$ cat src/rtl/core/idpbp_pkg.sv
`default_nettype none
package idpbp_pkg;

    localparam int MAX_LEN = 1024;
    localparam int ADDR_W  = 10;
    localparam int CNT_W   = 11;
    localparam int LG_W    = 4;
    localparam int SMP_W   = 16;
    localparam int TW_W    = 16;
    localparam int PROD_W  = SMP_W + TW_W;
    localparam int ACC_W   = PROD_W + ADDR_W + 2;
    localparam int POW_W   = 63;
    localparam int SUM_W   = 64;
    localparam int ROOT_W  = 32;
    localparam int PEAK_W  = 11;
    localparam int PROBE_W = 10;
    localparam int BAND_W  = 11;
    localparam int QUARTER = MAX_LEN / 4;

    localparam logic [POW_W-1:0] POW_CAP = {POW_W{1'b1}};

    localparam logic [1:0] ST_OK       = 2'd0;
    localparam logic [1:0] ST_BAD_LEN  = 2'd1;
    localparam logic [1:0] ST_BAND_BAD = 2'd2;

    localparam logic [1:0] CFG_PROBE     = 2'd0;
    localparam logic [1:0] CFG_BAND_LOW  = 2'd1;
    localparam logic [1:0] CFG_BAND_HIGH = 2'd2;

    // Taylor series denominators (2n)(2n+1)
    localparam longint unsigned TAYLOR_DIV [1:12] = '{
        64'd6, 64'd20, 64'd42, 64'd72, 64'd110, 64'd156,
        64'd210, 64'd272, 64'd342, 64'd420, 64'd506, 64'd600
    };

    typedef logic signed [TW_W-1:0] t_sine_rom [0:QUARTER];

    typedef struct packed {
        logic              load_wr;
        logic              rd_en;
        logic              bin_start;
        logic              job_start;
        logic              sq;
        logic              psum;
        logic              upd;
        logic              sqrt_start;
        logic              res_write;
        logic              res_bad;
        logic [ADDR_W-1:0] addr;
        logic [ADDR_W-1:0] k;
        logic [CNT_W-1:0]  len;
        logic [LG_W-1:0]   lg;
    } t_cmd;

    typedef struct packed {
        logic sqrt_done;
        logic out_free;
    } t_stat;

    // quarter-wave sine, Q30 Taylor series rounded to Q1.15
    function automatic t_sine_rom build_sine();
        t_sine_rom         rom;
        longint unsigned   x;
        longint unsigned   x2;
        longint unsigned   term;
        longint            sum;
        longint            r;
        for (int j = 0; j <= QUARTER; j++) begin
            x = (longint'(j) * 64'd6746518852) / MAX_LEN;
            x2 = (x * x) >> 30;
            term = x;
            sum = longint'(x);
            for (int n = 1; n <= 12; n++) begin
                term = ((term * x2) >> 30) / TAYLOR_DIV[n];
                if (n % 2 == 1) sum = sum - longint'(term);
                else sum = sum + longint'(term);
            end
            if (sum < 0) sum = 0;
            r = (sum + (64'sd1 <<< (30 - TW_W))) >>> (31 - TW_W);
            if (r > ((64'sd1 <<< (TW_W - 1)) - 1)) r = (64'sd1 <<< (TW_W - 1)) - 1;
            rom[j] = r[TW_W-1:0];
        end
        return rom;
    endfunction

    localparam t_sine_rom SINE_ROM = build_sine();

    function automatic logic signed [TW_W-1:0] sin_at(input logic [ADDR_W-1:0] ph);
        logic [ADDR_W-3:0] r;
        logic [ADDR_W-2:0] rr;
        logic signed [TW_W-1:0] v;
        r = ph[ADDR_W-3:0];
        rr = (ADDR_W-1)'(QUARTER) - {1'b0, r};
        unique case (ph[ADDR_W-1:ADDR_W-2])
            2'd0:    v = SINE_ROM[{1'b0, r}];
            2'd1:    v = SINE_ROM[rr];
            2'd2:    v = -SINE_ROM[{1'b0, r}];
            default: v = -SINE_ROM[rr];
        endcase
        return v;
    endfunction

endpackage
`default_nettype wire

$ cat src/rtl/core/idpbp_ctrl.sv
`default_nettype none
module idpbp_ctrl import idpbp_pkg::*; (
    input  wire logic   i_clk,
    input  wire logic   i_rst_n,
    input  wire logic   i_in_valid,
    input  wire logic   i_last,
    output logic        o_in_stall,
    input  wire t_stat  i_stat,
    output t_cmd        o_cmd
);
    typedef enum logic [8:0] {
        S_LOAD  = 9'b000000001,
        S_MAC   = 9'b000000010,
        S_DRAIN = 9'b000000100,
        S_SQ    = 9'b000001000,
        S_PSUM  = 9'b000010000,
        S_UPD   = 9'b000100000,
        S_SQST  = 9'b001000000,
        S_SQRT  = 9'b010000000,
        S_RES   = 9'b100000000
    } t_state;

    t_state            r_state, n_state;
    logic [CNT_W-1:0]  r_count, n_count, w_cnt_inc;
    logic [CNT_W-1:0]  r_len, n_len;
    logic [LG_W-1:0]   r_lg, n_lg, w_lg;
    logic [ADDR_W-1:0] r_k, n_k;
    logic [CNT_W-1:0]  r_n, n_n;
    logic [1:0]        r_drain, n_drain;
    logic              r_bad, n_bad;
    logic              w_accept, w_good;

    assign w_accept  = i_in_valid && (r_state == S_LOAD);
    assign w_cnt_inc = (r_count < CNT_W'(MAX_LEN)) ? r_count + CNT_W'(1)
                                                   : CNT_W'(MAX_LEN + 1);
    assign w_good    = ((w_cnt_inc & (w_cnt_inc - CNT_W'(1))) == '0)
                       && (w_cnt_inc <= CNT_W'(MAX_LEN));

    always_comb begin
        w_lg = '0;
        for (int i = 0; i < CNT_W; i++) begin
            if (w_cnt_inc[i]) w_lg = LG_W'(i);
        end
    end

    always_comb begin
        n_state = r_state;
        n_count = r_count;
        n_len   = r_len;
        n_lg    = r_lg;
        n_k     = r_k;
        n_n     = r_n;
        n_drain = r_drain;
        n_bad   = r_bad;
        o_cmd   = '0;
        o_cmd.k   = r_k;
        o_cmd.len = r_len;
        o_cmd.lg  = r_lg;
        o_cmd.addr = r_count[ADDR_W-1:0];
        unique case (r_state)
            S_LOAD: begin
                if (w_accept) begin
                    o_cmd.load_wr = r_count < CNT_W'(MAX_LEN);
                    n_count = w_cnt_inc;
                    if (i_last) begin
                        n_count = '0;
                        if (w_good) begin
                            n_len   = w_cnt_inc;
                            n_lg    = w_lg;
                            n_k     = '0;
                            n_n     = '0;
                            n_bad   = 1'b0;
                            n_state = S_MAC;
                            o_cmd.job_start = 1'b1;
                            o_cmd.bin_start = 1'b1;
                        end else begin
                            n_bad   = 1'b1;
                            n_state = S_RES;
                        end
                    end
                end
            end
            S_MAC: begin
                o_cmd.rd_en = 1'b1;
                o_cmd.addr  = r_n[ADDR_W-1:0];
                n_n = r_n + CNT_W'(1);
                if (r_n == r_len - CNT_W'(1)) begin
                    n_n     = '0;
                    n_drain = '0;
                    n_state = S_DRAIN;
                end
            end
            S_DRAIN: begin
                // let the last products reach the accumulators
                n_drain = r_drain + 2'd1;
                if (r_drain == 2'd3) n_state = S_SQ;
            end
            S_SQ: begin
                o_cmd.sq = 1'b1;
                n_state  = S_PSUM;
            end
            S_PSUM: begin
                o_cmd.psum = 1'b1;
                n_state    = S_UPD;
            end
            S_UPD: begin
                o_cmd.upd = 1'b1;
                if ({1'b0, r_k} == r_len - CNT_W'(1)) begin
                    n_state = S_SQST;
                end else begin
                    n_k = r_k + ADDR_W'(1);
                    o_cmd.bin_start = 1'b1;
                    n_state = S_MAC;
                end
            end
            S_SQST: begin
                o_cmd.sqrt_start = 1'b1;
                n_state = S_SQRT;
            end
            S_SQRT: begin
                if (i_stat.sqrt_done) n_state = S_RES;
            end
            S_RES: begin
                if (i_stat.out_free) begin
                    o_cmd.res_write = 1'b1;
                    o_cmd.res_bad   = r_bad;
                    n_state = S_LOAD;
                end
            end
            default: n_state = S_LOAD;
        endcase
    end

    always_ff @(posedge i_clk) begin
        if (!i_rst_n) begin
            r_state <= S_LOAD;
            r_count <= '0;
            r_len   <= CNT_W'(MAX_LEN);
            r_lg    <= '0;
            r_k     <= '0;
            r_n     <= '0;
            r_drain <= '0;
            r_bad   <= 1'b0;
        end else begin
            r_state <= n_state;
            r_count <= n_count;
            r_len   <= n_len;
            r_lg    <= n_lg;
            r_k     <= n_k;
            r_n     <= n_n;
            r_drain <= n_drain;
            r_bad   <= n_bad;
        end
    end

    assign o_in_stall = (r_state != S_LOAD);
endmodule
`default_nettype wire

$ cat config.mk
export PLATFORM = sky130hd
export DESIGN_NAME = idpbp_ctrl
export DESIGN_NICKNAME = d
export VERILOG_FILES = /design/src/rtl/core/idpbp_pkg.sv /design/src/rtl/core/idpbp_ctrl.sv
export SDC_FILE = /design/constraint.sdc
export NUM_CORES = 1
export LEC_CHECK = 0
export ABC_AREA = 1
export BUFFER_PORTS_ARGS = -buffer_cell sky130_fd_sc_hd__buf_2
export CORE_MARGIN = 3
export CORE_UTILIZATION = 50
export DETAILED_ROUTE_END_ITERATION = 12
export GPL_TIMING_DRIVEN = 0
export HOLD_SLACK_MARGIN = 0.05
export PLACE_DENSITY = 0.69
export SKIP_LAST_GASP = 1
export SYNTH_ARGS = -nofsm -noshare
export SYNTH_HDL_FRONTEND = slang
export SYNTH_SLANG_ARGS = --single-unit
export TNS_END_PERCENT = 10
$ cat constraint.sdc
create_clock -name i_clk -period 4.9 [get_ports i_clk]
set_clock_uncertainty 0.15 [all_clocks]
set_input_delay 0.49 -clock i_clk [delete_from_list [all_inputs] [get_ports i_clk]]
set_output_delay 0.49 -clock i_clk [all_outputs]
set_load 0.005 [all_outputs]
==> results of run 1 <==
==> logic make-up (layout without fill, tap and decap cells) <==
logic type      after synthesis  count (layout)
xor+xnor                      6               6
simple gates                431             431
buf+inv                     114             179
fa+ha+maj                     5               5
flops                        59              59
compound gates               99              99
==> path summary, 6_finish.rpt <==
| check | start | endpoint | slack, ps | cells past startpoint |
|---|---|---|---|---|
| setup / recovery | r_count[1] | o_cmd[42] | 1550 | 14 |
| hold / removal | r_drain[1] | r_drain[1] | 320 | 2 |
| setup reg to reg | r_len[0] | r_n[3] | 1970 | 15 |
| hold reg to reg | r_drain[1] | r_drain[1] | 320 | 2 |
==> layer usage <==
layer	up-vias	wire length [µm]	track usage (%)
met5	-	0	0
met4	0	418	10.71
met3	40	1001	3.680
met2	216	5597	41.81
met1	2214	6073	39.71
li1	2433	-	-
==> synthesized netlist by cell type, types with 6 or more instances <==
cell / n / area share [%]
a21oi_1: 43 / 5.0
clkbuf_1: 6 / 0.53
inv_1: 92 / 8.1
nand2_2: 12 / 1.8
nor3_1: 15 / 1.8
o21ai_0: 33 / 3.9
nor2_2: 8 / 1.2
nand4_1: 15 / 2.2
nand2_1: 188 / 16
nor2_1: 86 / 7.5
o21ai_1: 9 / 1.1
inv_2: 9 / 0.79
nand3_1: 80 / 9.4
dfxtp_1: 59 / 28
==> registers in the layout, indices dropped and copies added, names as in the netlist <==
signal   cells
r_n         11
r_drain      2
r_k         10
r_len       11
r_lg         4
r_count     11
r_bad        1
r_state      9
==> metrics by stage <==
stage	setup slack (ps)	cells	area, µm²
6_report	1547	884	4840
5_1_grt	1342	884	4840
4_1_cts	1570	884	4840
3_5_place_dp	1947	869	4661
3_3_place_gp	1974	869	4661
2_1_floorplan	2482	714	4279
==> cell type report <==
type / instances / area, µm²
well taps: 105 / 131.4
flip-flops and latches: 59 / 1181
fillers: 846 / 3418
clock buffers: 13 / 168.9
multi-input cells: 541 / 2654
repair buffers: 50 / 250.2
plain buffers: 12 / 61.31
clock inverters: 2 / 10.01
inverters: 102 / 382.9
==> worst max-delay path: stages, from the launching register on <==
cell     delay [ps]
dfxtp_1         480
ha_1            270
nand2_2         110
nor2_2          150
nand3_1         110
nand3_2         180
inv_2            90
nor2_1          140
nand3_1         100
nand2_2         110
inv_2            70
nor2_8          140
nand3_4         150
nand2_4         150
buf_2           130
==> power by group through the flow <==
| stage | Clock [mW] | Combinational, mW | Sequential [mW] |
|---|---|---|---|
| floorplan | 0 | 0.826 | 0.605 |
| global placement | 0 | 1.08 | 0.620 |
| detailed placement | 0 | 1.10 | 0.622 |
| CTS | 0.421 | 1.11 | 0.612 |
| global route | 0.440 | 1.29 | 0.624 |
| finish | 0.419 | 1.13 | 0.614 |
==> impl_metrics.env, run 1 <==
export IMPL_synth_compound_area_share_pct=12.51
export IMPL_hpwl_um=10360
export IMPL_internal_power_mw=1.121
export IMPL_synth_fa_ha_area_share_pct=1.462
export IMPL_portBuffers=50
export IMPL_fmax_mhz=298.2
export IMPL_avgViaCountPerCell=5.546
export IMPL_hold_viol=0
export IMPL_grt_pass1_vias=4418
export IMPL_timing_setup_tns_ps=0
export IMPL_synth_edff_count=0
export IMPL_hold_buffers=0
export IMPL_first_iter_violations=327
export IMPL_seq_power_share_pct=28.4
export IMPL_cp_arrival_ps=2710
export IMPL_path_clk_slew_ps=70
export IMPL_syn2layout_area_growth_pct=13.10
export IMPL_async_reset_ff_share_pct=0
export IMPL_track_usage_pct=27.58
export IMPL_hold_ws_ps=317.2
export IMPL_critical_path_required_ps=4260
export IMPL_grt_pass1_wl_um=21640
export IMPL_clock_sinks=59
export IMPL_synth_top_family_by_area="simple AND/OR/NAND/NOR gates"
export IMPL_layout_common_cells="nand2_1 (188), inv_1 (92), nor2_1 (86)"
export IMPL_yosys_warnings=0
export IMPL_routed_wirelength_um=13090
export IMPL_first_pass_iters=7
export IMPL_post_route_period_util_pct=68.43
export IMPL_crit_path_max_fanout=9
export IMPL_htreeDepth=3
export IMPL_synthMuxAreaShare_pct=0
export IMPL_drive_gt1_share_pct=15.28
export IMPL_coreArea_um2=8258
export IMPL_status="complete, no violations"
export IMPL_ys_flop_type="dfxtp_1"
export IMPL_p_sw_mw=1.041
export IMPL_yosys_area_share_xor_xnor_pct=1.228
export IMPL_yosys_register_bits=59
export IMPL_syn_num_nets=725
export IMPL_ios=52
export IMPL_clockBufferDepth=2
export IMPL_post_cts_buffers=0
export IMPL_die_height_um=98.51
export IMPL_grt_max_degree=11
export IMPL_power_mw=2.162
export IMPL_timing_critical_path_to_type="output port"
export IMPL_timing_final_max_slew_violations=0
export IMPL_vias=4903
export IMPL_synthSimpleGateAreaFrac_pct=46.81
export IMPL_final_common_cell="nand2_1"
export IMPL_numCtsBuffers=9
export IMPL_p_clk_share_pct=19.4
export IMPL_post_drt_wl_per_cell_um=14.81
export IMPL_syn_area_um2=4279
export IMPL_remaining_drc_errors=0
export IMPL_grt_overflow_total=0
export IMPL_rows=33
export IMPL_initial_utilization_pct=51.82
export IMPL_p_per_area_nw_per_um2=446.8
export IMPL_path_class="register to output port"
export IMPL_p_sw_share_pct=48.13
export IMPL_yosysUniqueCellTypes=40
export IMPL_root_buffer="clkbuf_8"
export IMPL_n_antenna_cell=0
export IMPL_grt_antenna_before_repair=0
export IMPL_gp_congestion=0.9685
export IMPL_die_area_um2=9704
export IMPL_finalSetupViolCount=0
export IMPL_fin_util_pct=58.61
export IMPL_clkLatencyLatePin_ps=350
export IMPL_cts_tree="done"
export IMPL_nets=786
export IMPL_rsz0062_at_grt="false"
export IMPL_synth_area_per_cell_um2=5.993
export IMPL_p_leak_nw=2.363
export IMPL_worst_pin_slew_ps=711.9
export IMPL_seq_area_frac_synth_pct=27.60
export IMPL_hold_class="register to register"
export IMPL_cp_start_kind="register"
export IMPL_synthCells=714
export IMPL_slew_headroom_pct=52.36
export IMPL_die_w_um=98.51
export IMPL_max_cap_viol_count=0
export IMPL_final_min_clock_period_ps=3353
export IMPL_pwr_share_comb_pct=52.3
export IMPL_cts_repair_resized=0
export IMPL_ant_nets=0
export IMPL_peakVddDrop_v=0.0001820
(Power assumes the default switching activity.)
==> inputs of run 2 (changes only) <==
==> constraint.sdc (replaced) <==
create_clock -name i_clk -period 3.36 [get_ports i_clk]
set_clock_uncertainty 0.15 [all_clocks]
set_input_delay 0.336 -clock i_clk [delete_from_list [all_inputs] [get_ports i_clk]]
set_output_delay 0.336 -clock i_clk [all_outputs]
set_load 0.005 [all_outputs]
==> run 2 against run 1 <==
Non-clock buffer count stayed put; sequential share of layout area about the same; die area did not move.
==> impl_metrics.env, run 2 (same netlist as run 1, synthesis figures left out) <==
export IMPL_status="complete, no violations"
export IMPL_drive_gt1_share_pct=15.53
export IMPL_avgViaCountPerCell=5.533
export IMPL_hold_class="input pin to register"
export IMPL_hold_end="r_state[8]"
export IMPL_hold_viol=0
export IMPL_first_pass_iters=5
export IMPL_timing_final_max_slew_violations=0
export IMPL_die_height_um=98.51
export IMPL_coreArea_um2=8258
export IMPL_path_class="register to output port"
export IMPL_slew_headroom_pct=51.10
export IMPL_gp_congestion=0.9685
export IMPL_wl_met2_um=5582
export IMPL_peakVddDrop_v=0.0002657
export IMPL_ios=52
export IMPL_initial_utilization_pct=51.82
export IMPL_clock_sinks=59
export IMPL_remaining_drc_errors=0
export IMPL_r2r_start="r_len[0]"
export IMPL_first_iter_violations=305
export IMPL_hold_ws_ps=195.0
export IMPL_grt_antenna_before_repair=0
export IMPL_min_from="i_stat[0]"
export IMPL_root_buffer="clkbuf_8"
export IMPL_met3WireLength_um=1075
export IMPL_reg2reg_to="r_n[3]"
export IMPL_grt_max_degree=11
export IMPL_final_common_cell="nand2_1"
export IMPL_hpwl_um=10360
export IMPL_crit_path_max_fanout=9
export IMPL_postLayoutCellArea_um2=4842
export IMPL_wl_met1_um=5972
export IMPL_ant_nets=0
export IMPL_setup_slack_ps=274.9
export IMPL_rsz0062_at_grt="false"
export IMPL_nets=786
export IMPL_rrSetupSlack_ps=430
export IMPL_largestRegisters="r_count: 11 flops, r_len: 11 flops, r_n: 11 flops"
export IMPL_worst_pin_slew_ps=730.8
export IMPL_finalSetupViolCount=0
export IMPL_post_cts_buffers=0
export IMPL_rows=33
export IMPL_cts_tree="done"
export IMPL_htreeDepth=3
export IMPL_grt_overflow_total=0
export IMPL_clockBufferDepth=2
export IMPL_fmax_mhz=324.1
export IMPL_reg2reg_depth=15
export IMPL_post_drt_wl_per_cell_um=14.75
export IMPL_max_cap_viol_count=0
export IMPL_critical_path_required_ps=2870
export IMPL_place_ws_ps=478.3
export IMPL_maxUsedRoutingLayer="met4"
export IMPL_portBuffers=50
export IMPL_min_path_cells=4
export IMPL_cp_start_kind="register"
export IMPL_clkLatencyLatePin_ps=340
export IMPL_grt_pass1_vias=4418
export IMPL_routed_wirelength_um=13040
export IMPL_syn2layout_area_growth_pct=13.16
export IMPL_track_usage_pct=27.58
export IMPL_post_route_period_util_pct=91.82
export IMPL_dpl_instance_area_um2=4661
export IMPL_n_antenna_cell=0
export IMPL_p_per_area_nw_per_um2=649.4
export IMPL_p_leak_nw=2.364
export IMPL_timing_setup_tns_ps=0
export IMPL_vias=4891
export IMPL_die_w_um=98.51
export IMPL_grt_pass1_wl_um=21640
export IMPL_die_area_um2=9704
export IMPL_cp_arrival_ps=2600
export IMPL_final_min_clock_period_ps=3085
export IMPL_timing_critical_path_to_type="output port"
export IMPL_path_clk_slew_ps=70
export IMPL_fin_util_pct=58.64
export IMPL_numCtsBuffers=9
export IMPL_fillers=844
export IMPL_layout_common_cells="nand2_1 (188), inv_1 (92), nor2_1 (86)"
[run 2: routing by layer]
layer	vias to the layer above	GRT usage, %
li1	2432	-
met1	2198	39.71
met2	222	41.81
met3	39	3.680
met4	0	10.71
met5	-	0
[run 2: where the power goes]
part	internal [mW]	total [mW]	switching, mW	leakage [nW]
registers	0.789	0.895	0.105	0.479
clock network	0.322	0.606	0.284	0.0953
logic	0.525	1.64	1.12	1.79
[run 2: critical path: stages (launching register included)]
cell     delay, ps
dfxtp_2        400
ha_1           230
nand2_2        110
nor2_2         160
nand3_1        110
nand3_2        180
inv_2           90
nor2_1         140
nand3_1        100
nand2_2        110
inv_2           70
nor2_8         140
nand3_4        150
nand2_4        150
buf_2          130
[run 2: final cells by class]
| cell class | count | area [µm²] | share of cell area, % |
|---|---|---|---|
| multi-input cells | 541 | 2654 | 54.81 |
| flip-flops and latches | 59 | 1184 | 24.44 |
| inverters | 102 | 382.9 | 7.907 |
| repair buffers | 50 | 250.2 | 5.168 |
| clock buffers | 13 | 168.9 | 3.488 |
| well taps | 105 | 131.4 | 2.713 |
| plain buffers | 12 | 61.31 | 1.266 |
| clock inverters | 2 | 10.01 | 0.2067 |
[run 2: how the worst max path moves through the flow]
stage                 to  depth (start not counted)        from  slack [ps]
2_1_floorplan     r_n[3]                         15    r_len[0]        1040
3_3_place_gp      r_n[3]                         15    r_len[0]         530
3_5_place_dp      r_n[3]                         15    r_len[0]         480
4_1_cts        o_cmd[42]                         14  r_count[1]         180
5_1_grt        o_cmd[42]                         15    r_len[0]          50
6_report       o_cmd[42]                         14  r_count[1]         270
[run 2: timing repair]
action | CTS | global route
hold endpoints to repair | 0 | 0
endpoints found under the setup margin | 0 | 1
gates resized for setup | 0 | 2
hold buffers | 0 | 0
[run 2: stage by stage]
stage          power [mW]  std cells
3_5_place_dp        2.512        869
2_1_floorplan       2.087        714
3_3_place_gp        2.481        869
6_report            3.144        884
5_1_grt             3.442        884
4_1_cts             3.124        884
